$ cat config.mk
export PLATFORM = sky130hd
export DESIGN_NAME = text_word_wrap_line_breaker
export DESIGN_NICKNAME = d
export VERILOG_FILES = /design/src/rtl/twwl_pkg.sv /design/src/rtl/text_word_wrap_line_breaker.sv /design/src/rtl/twwl_step.sv
export SDC_FILE = /design/constraint.sdc
export NUM_CORES = 1
export LEC_CHECK = 0
export BUFFER_PORTS_ARGS = -buffer_cell sky130_fd_sc_hd__buf_4
export CORE_MARGIN = 1
export CORE_UTILIZATION = 30
export CTS_CLUSTER_SIZE = 16
export DETAILED_ROUTE_END_ITERATION = 8
export GPL_TIMING_DRIVEN = 0
export HOLD_SLACK_MARGIN = 0.15
export PLACE_DENSITY = 0.57
export SLEW_MARGIN = 20
export SYNTH_ARGS = -nofsm -noshare
export SYNTH_HDL_FRONTEND = slang
export SYNTH_SLANG_ARGS = --single-unit
export TNS_END_PERCENT = 10
$ cat constraint.sdc
create_clock -name aclk -period 46.5 [get_ports aclk]
set_clock_uncertainty 0.05 [all_clocks]
set_input_delay 4.65 -clock aclk [delete_from_list [all_inputs] [get_ports aclk]]
set_output_delay 4.65 -clock aclk [all_outputs]
set_load 0.05 [all_outputs]
$ cat src/rtl/twwl_pkg.sv
`timescale 1ns / 1ps
// ----------------------------------------------------------------------------
// twwl_pkg
// Shared types, character codes, register indexes and saturating helpers
// for the greedy word wrap line breaker.
// ----------------------------------------------------------------------------
package twwl_pkg;

    localparam int TWWL_MAX_TEXT_LEN = 65536;

    localparam logic [7:0] CH_SPACE = 8'h20;
    localparam logic [7:0] CH_LF    = 8'h0A;
    localparam logic [7:0] CH_CR    = 8'h0D;

    localparam logic [1:0] CFG_WRAP_WIDTH  = 2'd0;
    localparam logic [1:0] CFG_SINGLE_LINE = 2'd1;
    localparam logic [1:0] CFG_LINE_HEIGHT = 2'd2;

    localparam logic [7:0]  LINE_HEIGHT_RST = 8'd16;
    localparam logic [19:0] WIDTH_MAX       = 20'hFFFFF;
    localparam logic [23:0] HEIGHT_MAX      = 24'hFFFFFF;

    typedef struct packed {
        logic [15:0] wrap_width;
        logic        single_line;
        logic [7:0]  line_height;
    } cfg_t;

    // Width-fixed part of the line state.
    typedef struct packed {
        logic [19:0] run_width;
        logic        space_seen;
        logic [19:0] width_before_space;
        logic [19:0] width_after_space;
        logic        prev_was_space;
        logic        skip_linefeed;
        logic [19:0] widest_line;
        logic [23:0] height_sum;
    } acc_t;

    typedef struct packed {
        logic [15:0] line_begin;
        logic [15:0] line_end;
        logic [19:0] line_width;
        logic [19:0] max_width;
        logic [23:0] total_height;
    } rec_t;

    function automatic logic [19:0] sat_add20(input logic [19:0] a, input logic [7:0] b);
        logic [20:0] s;
        s = {1'b0, a} + {13'd0, b};
        return s[20] ? WIDTH_MAX : s[19:0];
    endfunction

    function automatic logic [23:0] sat_add24(input logic [23:0] a, input logic [7:0] b);
        logic [24:0] s;
        s = {1'b0, a} + {17'd0, b};
        return s[24] ? HEIGHT_MAX : s[23:0];
    endfunction

endpackage

$ cat src/rtl/text_word_wrap_line_breaker.sv
`timescale 1ns / 1ps
// ----------------------------------------------------------------------------
// text_word_wrap_line_breaker
// Greedy word wrap over a stream of characters with glyph widths. Emits one
// line record per finished line, with running maximum width and height.
// ----------------------------------------------------------------------------
//  Channel  Direction  Handshake            Payload
//  cfg      in         cfg_wr_en            cfg_addr, cfg_wdata
//  s_       in         s_valid / s_ready    char_code, glyph_width, end_of_text
//  m_       out        m_valid / m_ready    line record fields, is_last
//
//  A character is taken into an input register and worked combinationally;
//  its line records (zero to three) land in a three-entry result register,
//  from which the first record is offered. The result register drains one
//  record per cycle while m_ready is high; an item yielding several records
//  occupies it until all are taken, so the sustained rate is one item per
//  cycle while items yield at most one record each and m_ready stays high.
//  Reset is synchronous and clears all line state.
// ----------------------------------------------------------------------------
module text_word_wrap_line_breaker
    import twwl_pkg::*;
#(
    parameter int MAX_TEXT_LEN = TWWL_MAX_TEXT_LEN
) (
    input  logic        aclk,
    input  logic        aresetn,
    input  logic        cfg_wr_en,
    input  logic [1:0]  cfg_addr,
    input  logic [15:0] cfg_wdata,
    input  logic        s_valid,
    output logic        s_ready,
    input  logic [7:0]  s_char_code,
    input  logic [7:0]  s_glyph_width,
    input  logic        s_end_of_text,
    output logic        m_valid,
    input  logic        m_ready,
    output logic [15:0] m_line_begin,
    output logic [15:0] m_line_end,
    output logic [19:0] m_line_width,
    output logic [19:0] m_max_width,
    output logic [23:0] m_total_height,
    output logic        m_is_last
);

    localparam int POS_W = $clog2(MAX_TEXT_LEN);

    cfg_t             cfg_reg;
    logic             in_valid_reg;
    logic [7:0]       in_code_reg;
    logic [7:0]       in_width_reg;
    logic             in_eot_reg;
    logic [POS_W-1:0] pos_reg, pos_next;
    logic [POS_W-1:0] ls_reg, ls_next;
    logic [POS_W-1:0] sp_reg, sp_next;
    acc_t             acc_reg, acc_next;
    rec_t             slot_reg [3];
    rec_t             recs [3];
    logic [1:0]       cnt_reg;
    logic [1:0]       rec_count;
    logic             take;

    twwl_step #(
        .MAX_TEXT_LEN (MAX_TEXT_LEN),
        .POS_W        (POS_W)
    ) u_step (
        .cfg             (cfg_reg),
        .char_code       (in_code_reg),
        .glyph_width     (in_width_reg),
        .end_of_text     (in_eot_reg),
        .pos             (pos_reg),
        .line_start      (ls_reg),
        .space_pos       (sp_reg),
        .acc             (acc_reg),
        .pos_next        (pos_next),
        .line_start_next (ls_next),
        .space_pos_next  (sp_next),
        .acc_next        (acc_next),
        .recs            (recs),
        .rec_count       (rec_count)
    );

    // The held item moves on once the result register is empty or emptying.
    assign take    = in_valid_reg && (cnt_reg == 2'd0 || (cnt_reg == 2'd1 && m_ready));
    assign s_ready = !in_valid_reg || take;

    always_ff @(posedge aclk) begin
        if (!aresetn) begin
            cfg_reg.wrap_width  <= '0;
            cfg_reg.single_line <= 1'b0;
            cfg_reg.line_height <= LINE_HEIGHT_RST;
        end else if (cfg_wr_en) begin
            unique case (cfg_addr)
                CFG_WRAP_WIDTH:  cfg_reg.wrap_width  <= cfg_wdata;
                CFG_SINGLE_LINE: cfg_reg.single_line <= cfg_wdata[0];
                CFG_LINE_HEIGHT: cfg_reg.line_height <= cfg_wdata[7:0];
                default: ;
            endcase
        end
    end

    always_ff @(posedge aclk) begin
        if (!aresetn) begin
            in_valid_reg <= 1'b0;
        end else if (s_ready) begin
            in_valid_reg <= s_valid;
        end
    end

    always_ff @(posedge aclk) begin
        if (s_valid && s_ready) begin
            in_code_reg  <= s_char_code;
            in_width_reg <= s_glyph_width;
            in_eot_reg   <= s_end_of_text;
        end
    end

    always_ff @(posedge aclk) begin
        if (!aresetn) begin
            pos_reg <= '0;
            ls_reg  <= '0;
            sp_reg  <= '0;
            acc_reg <= '0;
        end else if (take) begin
            pos_reg <= pos_next;
            ls_reg  <= ls_next;
            sp_reg  <= sp_next;
            acc_reg <= acc_next;
        end
    end

    always_ff @(posedge aclk) begin
        if (!aresetn) begin
            cnt_reg <= '0;
        end else if (take) begin
            cnt_reg <= rec_count;
        end else if (m_valid && m_ready) begin
            cnt_reg <= cnt_reg - 2'd1;
        end
    end

    always_ff @(posedge aclk) begin
        if (take) begin
            slot_reg[0] <= recs[0];
            slot_reg[1] <= recs[1];
            slot_reg[2] <= recs[2];
        end else if (m_valid && m_ready) begin
            slot_reg[0] <= slot_reg[1];
            slot_reg[1] <= slot_reg[2];
        end
    end

    assign m_valid        = (cnt_reg != 2'd0);
    assign m_is_last      = (cnt_reg == 2'd1);
    assign m_line_begin   = slot_reg[0].line_begin;
    assign m_line_end     = slot_reg[0].line_end;
    assign m_line_width   = slot_reg[0].line_width;
    assign m_max_width    = slot_reg[0].max_width;
    assign m_total_height = slot_reg[0].total_height;

    // The running maximum always covers the line it is reported with.
    assert property (@(posedge aclk) disable iff (!aresetn)
        m_valid |-> (m_max_width >= m_line_width))
        else $error("max_width below line_width");

    // A record that is not the last of its item is followed by another.
    assert property (@(posedge aclk) disable iff (!aresetn)
        (m_valid && m_ready && !m_is_last) |=> m_valid)
        else $error("records of one item lost");

    // The end of a text returns position and totals to zero.
    assert property (@(posedge aclk) disable iff (!aresetn)
        (take && in_eot_reg) |=> (pos_reg == '0 && acc_reg.widest_line == '0
                                  && acc_reg.height_sum == '0))
        else $error("text state not cleared at end of text");

endmodule

$ cat src/rtl/twwl_step.sv
`timescale 1ns / 1ps
// ----------------------------------------------------------------------------
// twwl_step
// Next-state and line-record logic for one character: line feed and carriage
// return handling, greedy fit test, break at the last space or mid-word, and
// the end-of-text flush. Produces up to three ordered line records.
// ----------------------------------------------------------------------------
module twwl_step
    import twwl_pkg::*;
#(
    parameter int MAX_TEXT_LEN = TWWL_MAX_TEXT_LEN,
    parameter int POS_W        = $clog2(MAX_TEXT_LEN)
) (
    input  cfg_t             cfg,
    input  logic [7:0]       char_code,
    input  logic [7:0]       glyph_width,
    input  logic             end_of_text,
    input  logic [POS_W-1:0] pos,
    input  logic [POS_W-1:0] line_start,
    input  logic [POS_W-1:0] space_pos,
    input  acc_t             acc,
    output logic [POS_W-1:0] pos_next,
    output logic [POS_W-1:0] line_start_next,
    output logic [POS_W-1:0] space_pos_next,
    output acc_t             acc_next,
    output rec_t             recs [3],
    output logic [1:0]       rec_count
);

    localparam logic [POS_W-1:0] LAST_POS = POS_W'(MAX_TEXT_LEN - 1);

    function automatic logic [POS_W-1:0] next_pos(input logic [POS_W-1:0] p);
        return (p == LAST_POS) ? '0 : p + 1'b1;
    endfunction

    function automatic logic [15:0] low16(input logic [POS_W-1:0] p);
        logic [POS_W+15:0] t;
        t = {16'd0, p};
        return t[15:0];
    endfunction

    logic [POS_W-1:0] ni;
    logic [POS_W-1:0] ls;
    logic [POS_W-1:0] spv;
    logic [19:0]      run;
    logic             ss;
    logic [19:0]      wbs;
    logic [19:0]      was;
    logic             pws;
    logic             skip;
    logic [19:0]      carry;
    logic             fits;
    logic             e1, e2, e3;
    rec_t             r1, r2, r3;
    rec_t             slot [3];
    logic [19:0]      wm;
    logic [23:0]      hs;

    always_comb begin
        ni    = next_pos(pos);
        ls    = line_start;
        spv   = space_pos;
        run   = acc.run_width;
        ss    = acc.space_seen;
        wbs   = acc.width_before_space;
        was   = acc.width_after_space;
        pws   = acc.prev_was_space;
        skip  = acc.skip_linefeed;
        carry = '0;
        fits  = 1'b1;
        e1    = 1'b0;
        e2    = 1'b0;
        e3    = 1'b0;
        r1    = '0;
        r2    = '0;
        r3    = '0;

        if (cfg.single_line) begin
            skip = 1'b0;
            run  = sat_add20(run, glyph_width);
        end else if (acc.skip_linefeed && char_code == CH_LF) begin
            // Second half of a CR-LF pair: the line was already closed.
            skip = 1'b0;
            ls = ni; run = '0; ss = 1'b0; spv = '0; wbs = '0; was = '0; pws = 1'b0;
        end else begin
            skip = 1'b0;
            if (char_code == CH_LF || char_code == CH_CR) begin
                e1 = 1'b1;
                r1.line_begin = low16(ls);
                r1.line_end   = low16(pos);
                r1.line_width = run;
                ls = ni; run = '0; ss = 1'b0; spv = '0; wbs = '0; was = '0; pws = 1'b0;
                skip = (char_code == CH_CR);
            end else begin
                fits = (({1'b0, run} + {13'd0, glyph_width}) <= {5'd0, cfg.wrap_width})
                       || (pos == ls);
                if (!fits && char_code == CH_SPACE) begin
                    // An overflowing space closes the line and is dropped.
                    e1 = 1'b1;
                    r1.line_begin = low16(ls);
                    r1.line_end   = low16(pos);
                    r1.line_width = run;
                    ls = ni; run = '0; ss = 1'b0; spv = '0; wbs = '0; was = '0; pws = 1'b0;
                end else begin
                    if (!fits) begin
                        if (ss) begin
                            // Break at the last space; the partial word moves down.
                            carry = was;
                            e1 = 1'b1;
                            r1.line_begin = low16(ls);
                            r1.line_end   = low16(spv);
                            r1.line_width = wbs;
                            ls = next_pos(spv);
                            run = carry; was = carry;
                            ss = 1'b0; spv = '0; wbs = '0; pws = 1'b0;
                            fits = (({1'b0, carry} + {13'd0, glyph_width})
                                    <= {5'd0, cfg.wrap_width}) || (pos == ls);
                        end
                        if (!fits) begin
                            // Mid-word break: this character opens the next line.
                            if (e1) begin
                                e2 = 1'b1;
                                r2.line_begin = low16(ls);
                                r2.line_end   = low16(pos);
                                r2.line_width = run;
                            end else begin
                                e1 = 1'b1;
                                r1.line_begin = low16(ls);
                                r1.line_end   = low16(pos);
                                r1.line_width = run;
                            end
                            ls = pos; run = '0; ss = 1'b0; spv = '0; wbs = '0;
                            was = '0; pws = 1'b0;
                        end
                    end
                    if (char_code == CH_SPACE) begin
                        ss  = 1'b1;
                        spv = pos;
                        wbs = run;
                        was = '0;
                        pws = 1'b1;
                    end else begin
                        was = sat_add20(was, glyph_width);
                        pws = 1'b0;
                    end
                    run = sat_add20(run, glyph_width);
                end
            end
        end

        if (end_of_text) begin
            e3 = cfg.single_line || (ls != ni);
            r3.line_begin = low16(ls);
            r3.line_end   = low16(ni);
            r3.line_width = run;
            pos_next = '0;
            skip = 1'b0;
            ls = '0; run = '0; ss = 1'b0; spv = '0; wbs = '0; was = '0; pws = 1'b0;
        end else begin
            pos_next = ni;
        end

        rec_count = {1'b0, e1} + {1'b0, e2} + {1'b0, e3};

        // Pack the records in emission order.
        slot[0] = e1 ? r1 : r3;
        slot[1] = e2 ? r2 : r3;
        slot[2] = r3;

        wm = acc.widest_line;
        hs = acc.height_sum;
        for (int k = 0; k < 3; k++) begin
            recs[k] = slot[k];
            if (2'(k) < rec_count) begin
                if (slot[k].line_width > wm) begin
                    wm = slot[k].line_width;
                end
                hs = sat_add24(hs, cfg.line_height);
            end
            recs[k].max_width    = wm;
            recs[k].total_height = hs;
        end

        line_start_next             = ls;
        space_pos_next              = spv;
        acc_next.run_width          = run;
        acc_next.space_seen         = ss;
        acc_next.width_before_space = wbs;
        acc_next.width_after_space  = was;
        acc_next.prev_was_space     = pws;
        acc_next.skip_linefeed      = skip;
        acc_next.widest_line        = end_of_text ? '0 : wm;
        acc_next.height_sum         = end_of_text ? '0 : hs;
    end

endmodule

## Yosys cells after proc, flatten, opt, wreduce, memory -nomap -nowiden

Memory sizes are Yosys's and may differ from the RTL's.
Cells that the tools add are included.
Widths: inputs -> output; s select.

| cells by class | value |
|---|---|
| equal/unequal tests | 14 |
| mux-type cells | 134 |
| add/subtract/negate cells | 12 |
| $lt $le $gt $ge | 8 |
| reduce and logical (&&, ||, !) cells | 24 |
| bitwise logic cells | 2 |

Operators by type and width:

| operator | number |
|---|---|
| $mux 20 | 43 |
| $mux 52 | 16 |
| $mux 96 | 4 |
| $mux 16 | 20 |
| $mux 24 | 7 |
| $add 20x8->21 | 4 |
| $add 24x8->25 | 3 |
| $gt 20x20->1 | 3 |
| $le 21x16->1 | 2 |
| $mux 1 | 42 |
| $add 16x1->16 const B | 2 |
| $eq 16x16->1 | 2 |
| $eq 16x16->1 const B | 2 |
| $eq 8x4->1 const B | 2 |
| $ne 16x16->1 | 1 |
| $eq 8x6->1 const B | 1 |
| $reduce_and 2->1 | 4 |
| $ne 7x3->1 const B | 1 |
| $logic_and 1x1->1 | 6 |
| $logic_or 1x1->1 | 6 |
| $ne 6x4->1 const B | 1 |
| $eq 2x1->1 const B | 2 |
| $logic_not 2->1 | 2 |
| $lt 1x2->1 const A | 2 |
| 12 further kinds | 16 |

| storage, ports and cells | value |
|---|---|
| output and inout bits | 99 |
| bits in writable memories | 288 |
| bits of input ports | 40 |
| flip-flop bits (word level) | 199 |
| logic and storage cells | 213 |
| memories kept | 1 |

Memory list:

| memory | words | bits a word | rd ports | clocked after memory_dff | wr ports | RTL line | source |
|---|---|---|---|---|---|---|---|
| slot_reg | 3 | 96 | 3 | 0 | 3 | text_word_wrap_line_breaker.sv:56 | `rec_t slot_reg [3];` |

## Depth between registers and ports, before layout

| logic depth | value |
|---|---|
| word-level depth | 34 |
| mapped depth | 77 |

## Hierarchy

A second synthesis with hierarchy kept.

| second synthesis, totals | value |
|---|---|
| cells, all modules | 4,070 |
| area total of the unflattened synthesis | 35,726.8 um2 |

By module, submodules not included:

| module | area an instance (um2) | sequential area each (um2) | cells an instance | instances |
|---|---|---|---|---|
| text_word_wrap_line_breaker | 19,880.3 | 12,822.3 | 1,451 | 1 |
| twwl_step | 15,846.4 | 0.0 | 2,619 | 1 |

## Worst setup path before layout

No wires, ideal clock.

| timing path | value |
|---|---|
| path type | flip-flop to flip-flop |
| start point | register in_width_reg[7] |
| end point | memory slot_reg[1][28] in the netlist's numbering, data pin |
| stages on the path, launching flop included | 74 |
| library setup time | 0.273 ns |
| period minus slack after synthesis | 14.544 ns |
| arrival | 14.221 ns |
| slack | 31.956 ns |
| required time | 46.177 ns |
| path through | edfxtp_1 ha_1 clkbuf_1 a211o_1 or2_2 o21a_1 and3_1 xor2_1 ha_1 a21o_1 a21oi_1 o221ai_1 o211ai_1 o311a_1 buf_2 clkbuf_1 buf_2 buf_1 [... 38 more ...] nor2_1 a21o_1 ha_1 a21oi_1 nor2b_1 o21ai_0 nand2b_1 a21oi_1 nor2b_1 o21ai_0 nand2b_1 a21oi_1 nor3_1 o311a_1 clkbuf_1 clkbuf_1 nand2_1 o21ai_0 |

RTL lines:

| item | RTL line | source |
|---|---|---|
| start: declaration | text_word_wrap_line_breaker.sv:50 | `logic [7:0] in_width_reg;` |
| start signal: assignment | text_word_wrap_line_breaker.sv:112 | `in_width_reg <= s_glyph_width;` |
| end: declaration | text_word_wrap_line_breaker.sv:56 |  |

==> impl_metrics.toml <==
[outcome]
status = "finished clean"

[cts]
cts_sinks = 487
clkLatencyLatePin_ns = 0.70
clk_pin_slew_ns = 0.06
cts_tree = "built"
cts_hold_buf = 0
cts_buffers = 59
cts_root_buffer = "clkbuf_16"
cts_max_level = 2
clockBufferDepth = 3
cts_setup_buffers = 0
cts_resized = 0

[final_layout]
syn2layout_area_growth_pct = 15.39
stdcell_area_um2 = 37420
final_cell_mix = "473 x nand2_1, 305 x edfxtp_1, 292 x nor2_1"
final_common_cell = "nand2_1"
fillers = 11100
ff_latch_area_um2 = 12800
layout-drive-gt1-share_pct = 11.38
nets = 4080
largest_reg_flops = 288
antenna_cells = 0
multi_input_area_um2 = 17510

[synth]
syn_avg_cell_area_um2 = 8.830
synth-edff-count = 305
syn-num-nets = 3873
synth_cell_type_count = 103
netlist_area_um2 = 32430
yosysWarnings = 0
synth_top_area_share_pct = 28.24
synthFlopType = "edfxtp_1"
yosys_register_bits = 487
synth_cells = 3673
synth.largest_area_cell = "edfxtp_1"
netlist_top_cells_area = "edfxtp_1 28%, dfxtp_1 11%, ha_1 5.9%"
ys_seq_area_share_pct = 39.47
synthArstFlopShare_pct = 0

[sta]
rsz0062_at_grt = "false"
maxSlewHeadroom_pct = 16.89
timing.final.crit_share_pct = 45.32
setup_viol = 0
worst_slew_pin_slew_ns = 1.239
min_period_ns = 21.07
hold_violations = 0
max_freq_mhz = 47.45
slew_violations = 0
tns_ns = 0

[die]
start_util_pct = 30.30
core-area_um2 = 107100
die-area_um2 = 109400
num_rows = 120
io_pins = 139
die_w_um = 330.8
die_h_um = 330.8

[detailed_routing]
wl_per_cell_um = 25.86
drc = 0
viasPerCell = 5.660
drt_iter0_drc = 3485
dr.pass1.iters = 6
routed_wl_um = 137900
ant_nets = 0
vias = 30180

[setup_path]
critPathArrivalTime_ns = 21.44
crit_required_ns = 46.87
timing.critical_path.mode_cell = "o21ai_0"
slowest_stage = "buf_1"
endpoint_kind = "flop"
critPathKind = "flop to flop"
cp-start-kind = "flop"
max_stage_delay_ns = 0.88
cp_max_fo = 10

[global_route]
grtUsageTotal_pct = 24.62
overflow = 0
grt_pass1_wl_um = 198200
grt_max_degree = 53
grt_pass1_vias = 28160
antenna_found_initial = 5

[placement]
dpl.hpwl_um = 105800
port_buffers = 138
gp_congestion = 1.001
placed_area_um2 = 35420

[flow_run]
max-cap-violations = 0

[power_and_ir_drop]
ir_drop_mv = 0.02559
power_density_nw_per_um2 = 46.50
p_leak_nw = 14.32

[min_path]
hold_class = "flop to flop"
-- kinds of logic (layout without fill, tap and decap cells) --
kind of cell / after synthesis / after routing / synth area share (%)
simple gates: 1292 / 1292 / 19.07
buf+inv: 470 / 726 / 6.670
fa+ha+maj: 160 / 160 / 6.358
flops: 487 / 487 / 39.47
compound gates: 1036 / 1036 / 21.70
mux: 101 / 101 / 3.252
xor+xnor: 127 / 127 / 3.476
-- worst max-delay path, delay by kind of cell (launching register included) --
family	cells	cell delay (ns)
simple gates	14	3.29
compound gates	31	8.21
xor+xnor	1	0.44
flops	1	0.60
fa+ha+maj	7	2.35
mux	1	0.42
buf+inv	12	5.40
-- metal layers --
metal | routed length, um | up-vias | global-route usage (%)
li1 | - | 13800 | -
met1 | 61180 | 14760 | 34.07
met2 | 61170 | 1374 | 38.51
met3 | 10450 | 244 | 4.114
met4 | 5063 | 2 | 8.605
met5 | 13 | - | 0
-- worst paths after layout --
| check | startpoint | endpoint | slack (ns) | cells past startpoint |
|---|---|---|---|---|
| setup reg to reg | in_width_reg[1] | slot_reg[1][31] | 25.43 | 66 |
| hold reg to reg | acc_reg[27] | acc_reg[27] | 0.41 | 2 |
| hold / removal | acc_reg[27] | acc_reg[27] | 0.41 | 2 |
| setup / recovery | in_width_reg[1] | slot_reg[1][31] | 25.43 | 66 |
-- synthesized netlist by cell type, drive strengths merged, types with 47 or more instances --
| library cell | count |
|---|---|
| xor2 | 47 |
| a21o | 58 |
| nand4 | 56 |
| nand2 | 474 |
| a31oi | 64 |
| a22oi | 76 |
| nor3 | 58 |
| o21ai | 214 |
| a21boi | 51 |
| and2 | 56 |
| inv | 123 |
| edfxtp | 305 |
| nor2b | 103 |
| ha | 152 |
| clkbuf | 204 |
| a21oi | 203 |
| xnor2 | 79 |
| nand3 | 70 |
| mux2i | 66 |
| dfxtp | 182 |
| buf | 142 |
| nor2 | 292 |
-- through the flow --
stage          utilization [%]  instances  power (W)  setup WS, ns  hold slack [ns]
3_3_place_gp             32.90       5214   0.001257         24.87           0.3889
5_1_grt                  34.96       5332   0.001816         24.69           0.4388
6_report                 34.96       5332   0.001740         25.43           0.4093
3_5_place_dp             33.09       5222   0.001253         25.92           0.3957
2_1_floorplan                -       3673   0.001034         31.96           0.3750
4_1_cts                  34.95       5332   0.001741         25.86           0.4095
-- layout make-up --
class,count,share of cell area [%]
Tap cell,1403,4.691
Inverter,124,1.244
Buffer,346,4.547
Timing Repair Buffer,146,3.203
Multi-Input combinational cell,2716,46.78
Clock buffer,85,4.483
Sequential cell,487,34.21
Clock inverter,25,0.8459
-- report_power, final --
group | leakage [nW] | switching (W) | internal (W)
combinational | 8.92 | 0.000449 | 0.000218
sequential | 4.43 | 0.0000260 | 0.000562
clock | 0.971 | 0.000205 | 0.000280
Note: power is estimated with default switching activity, not from simulation.
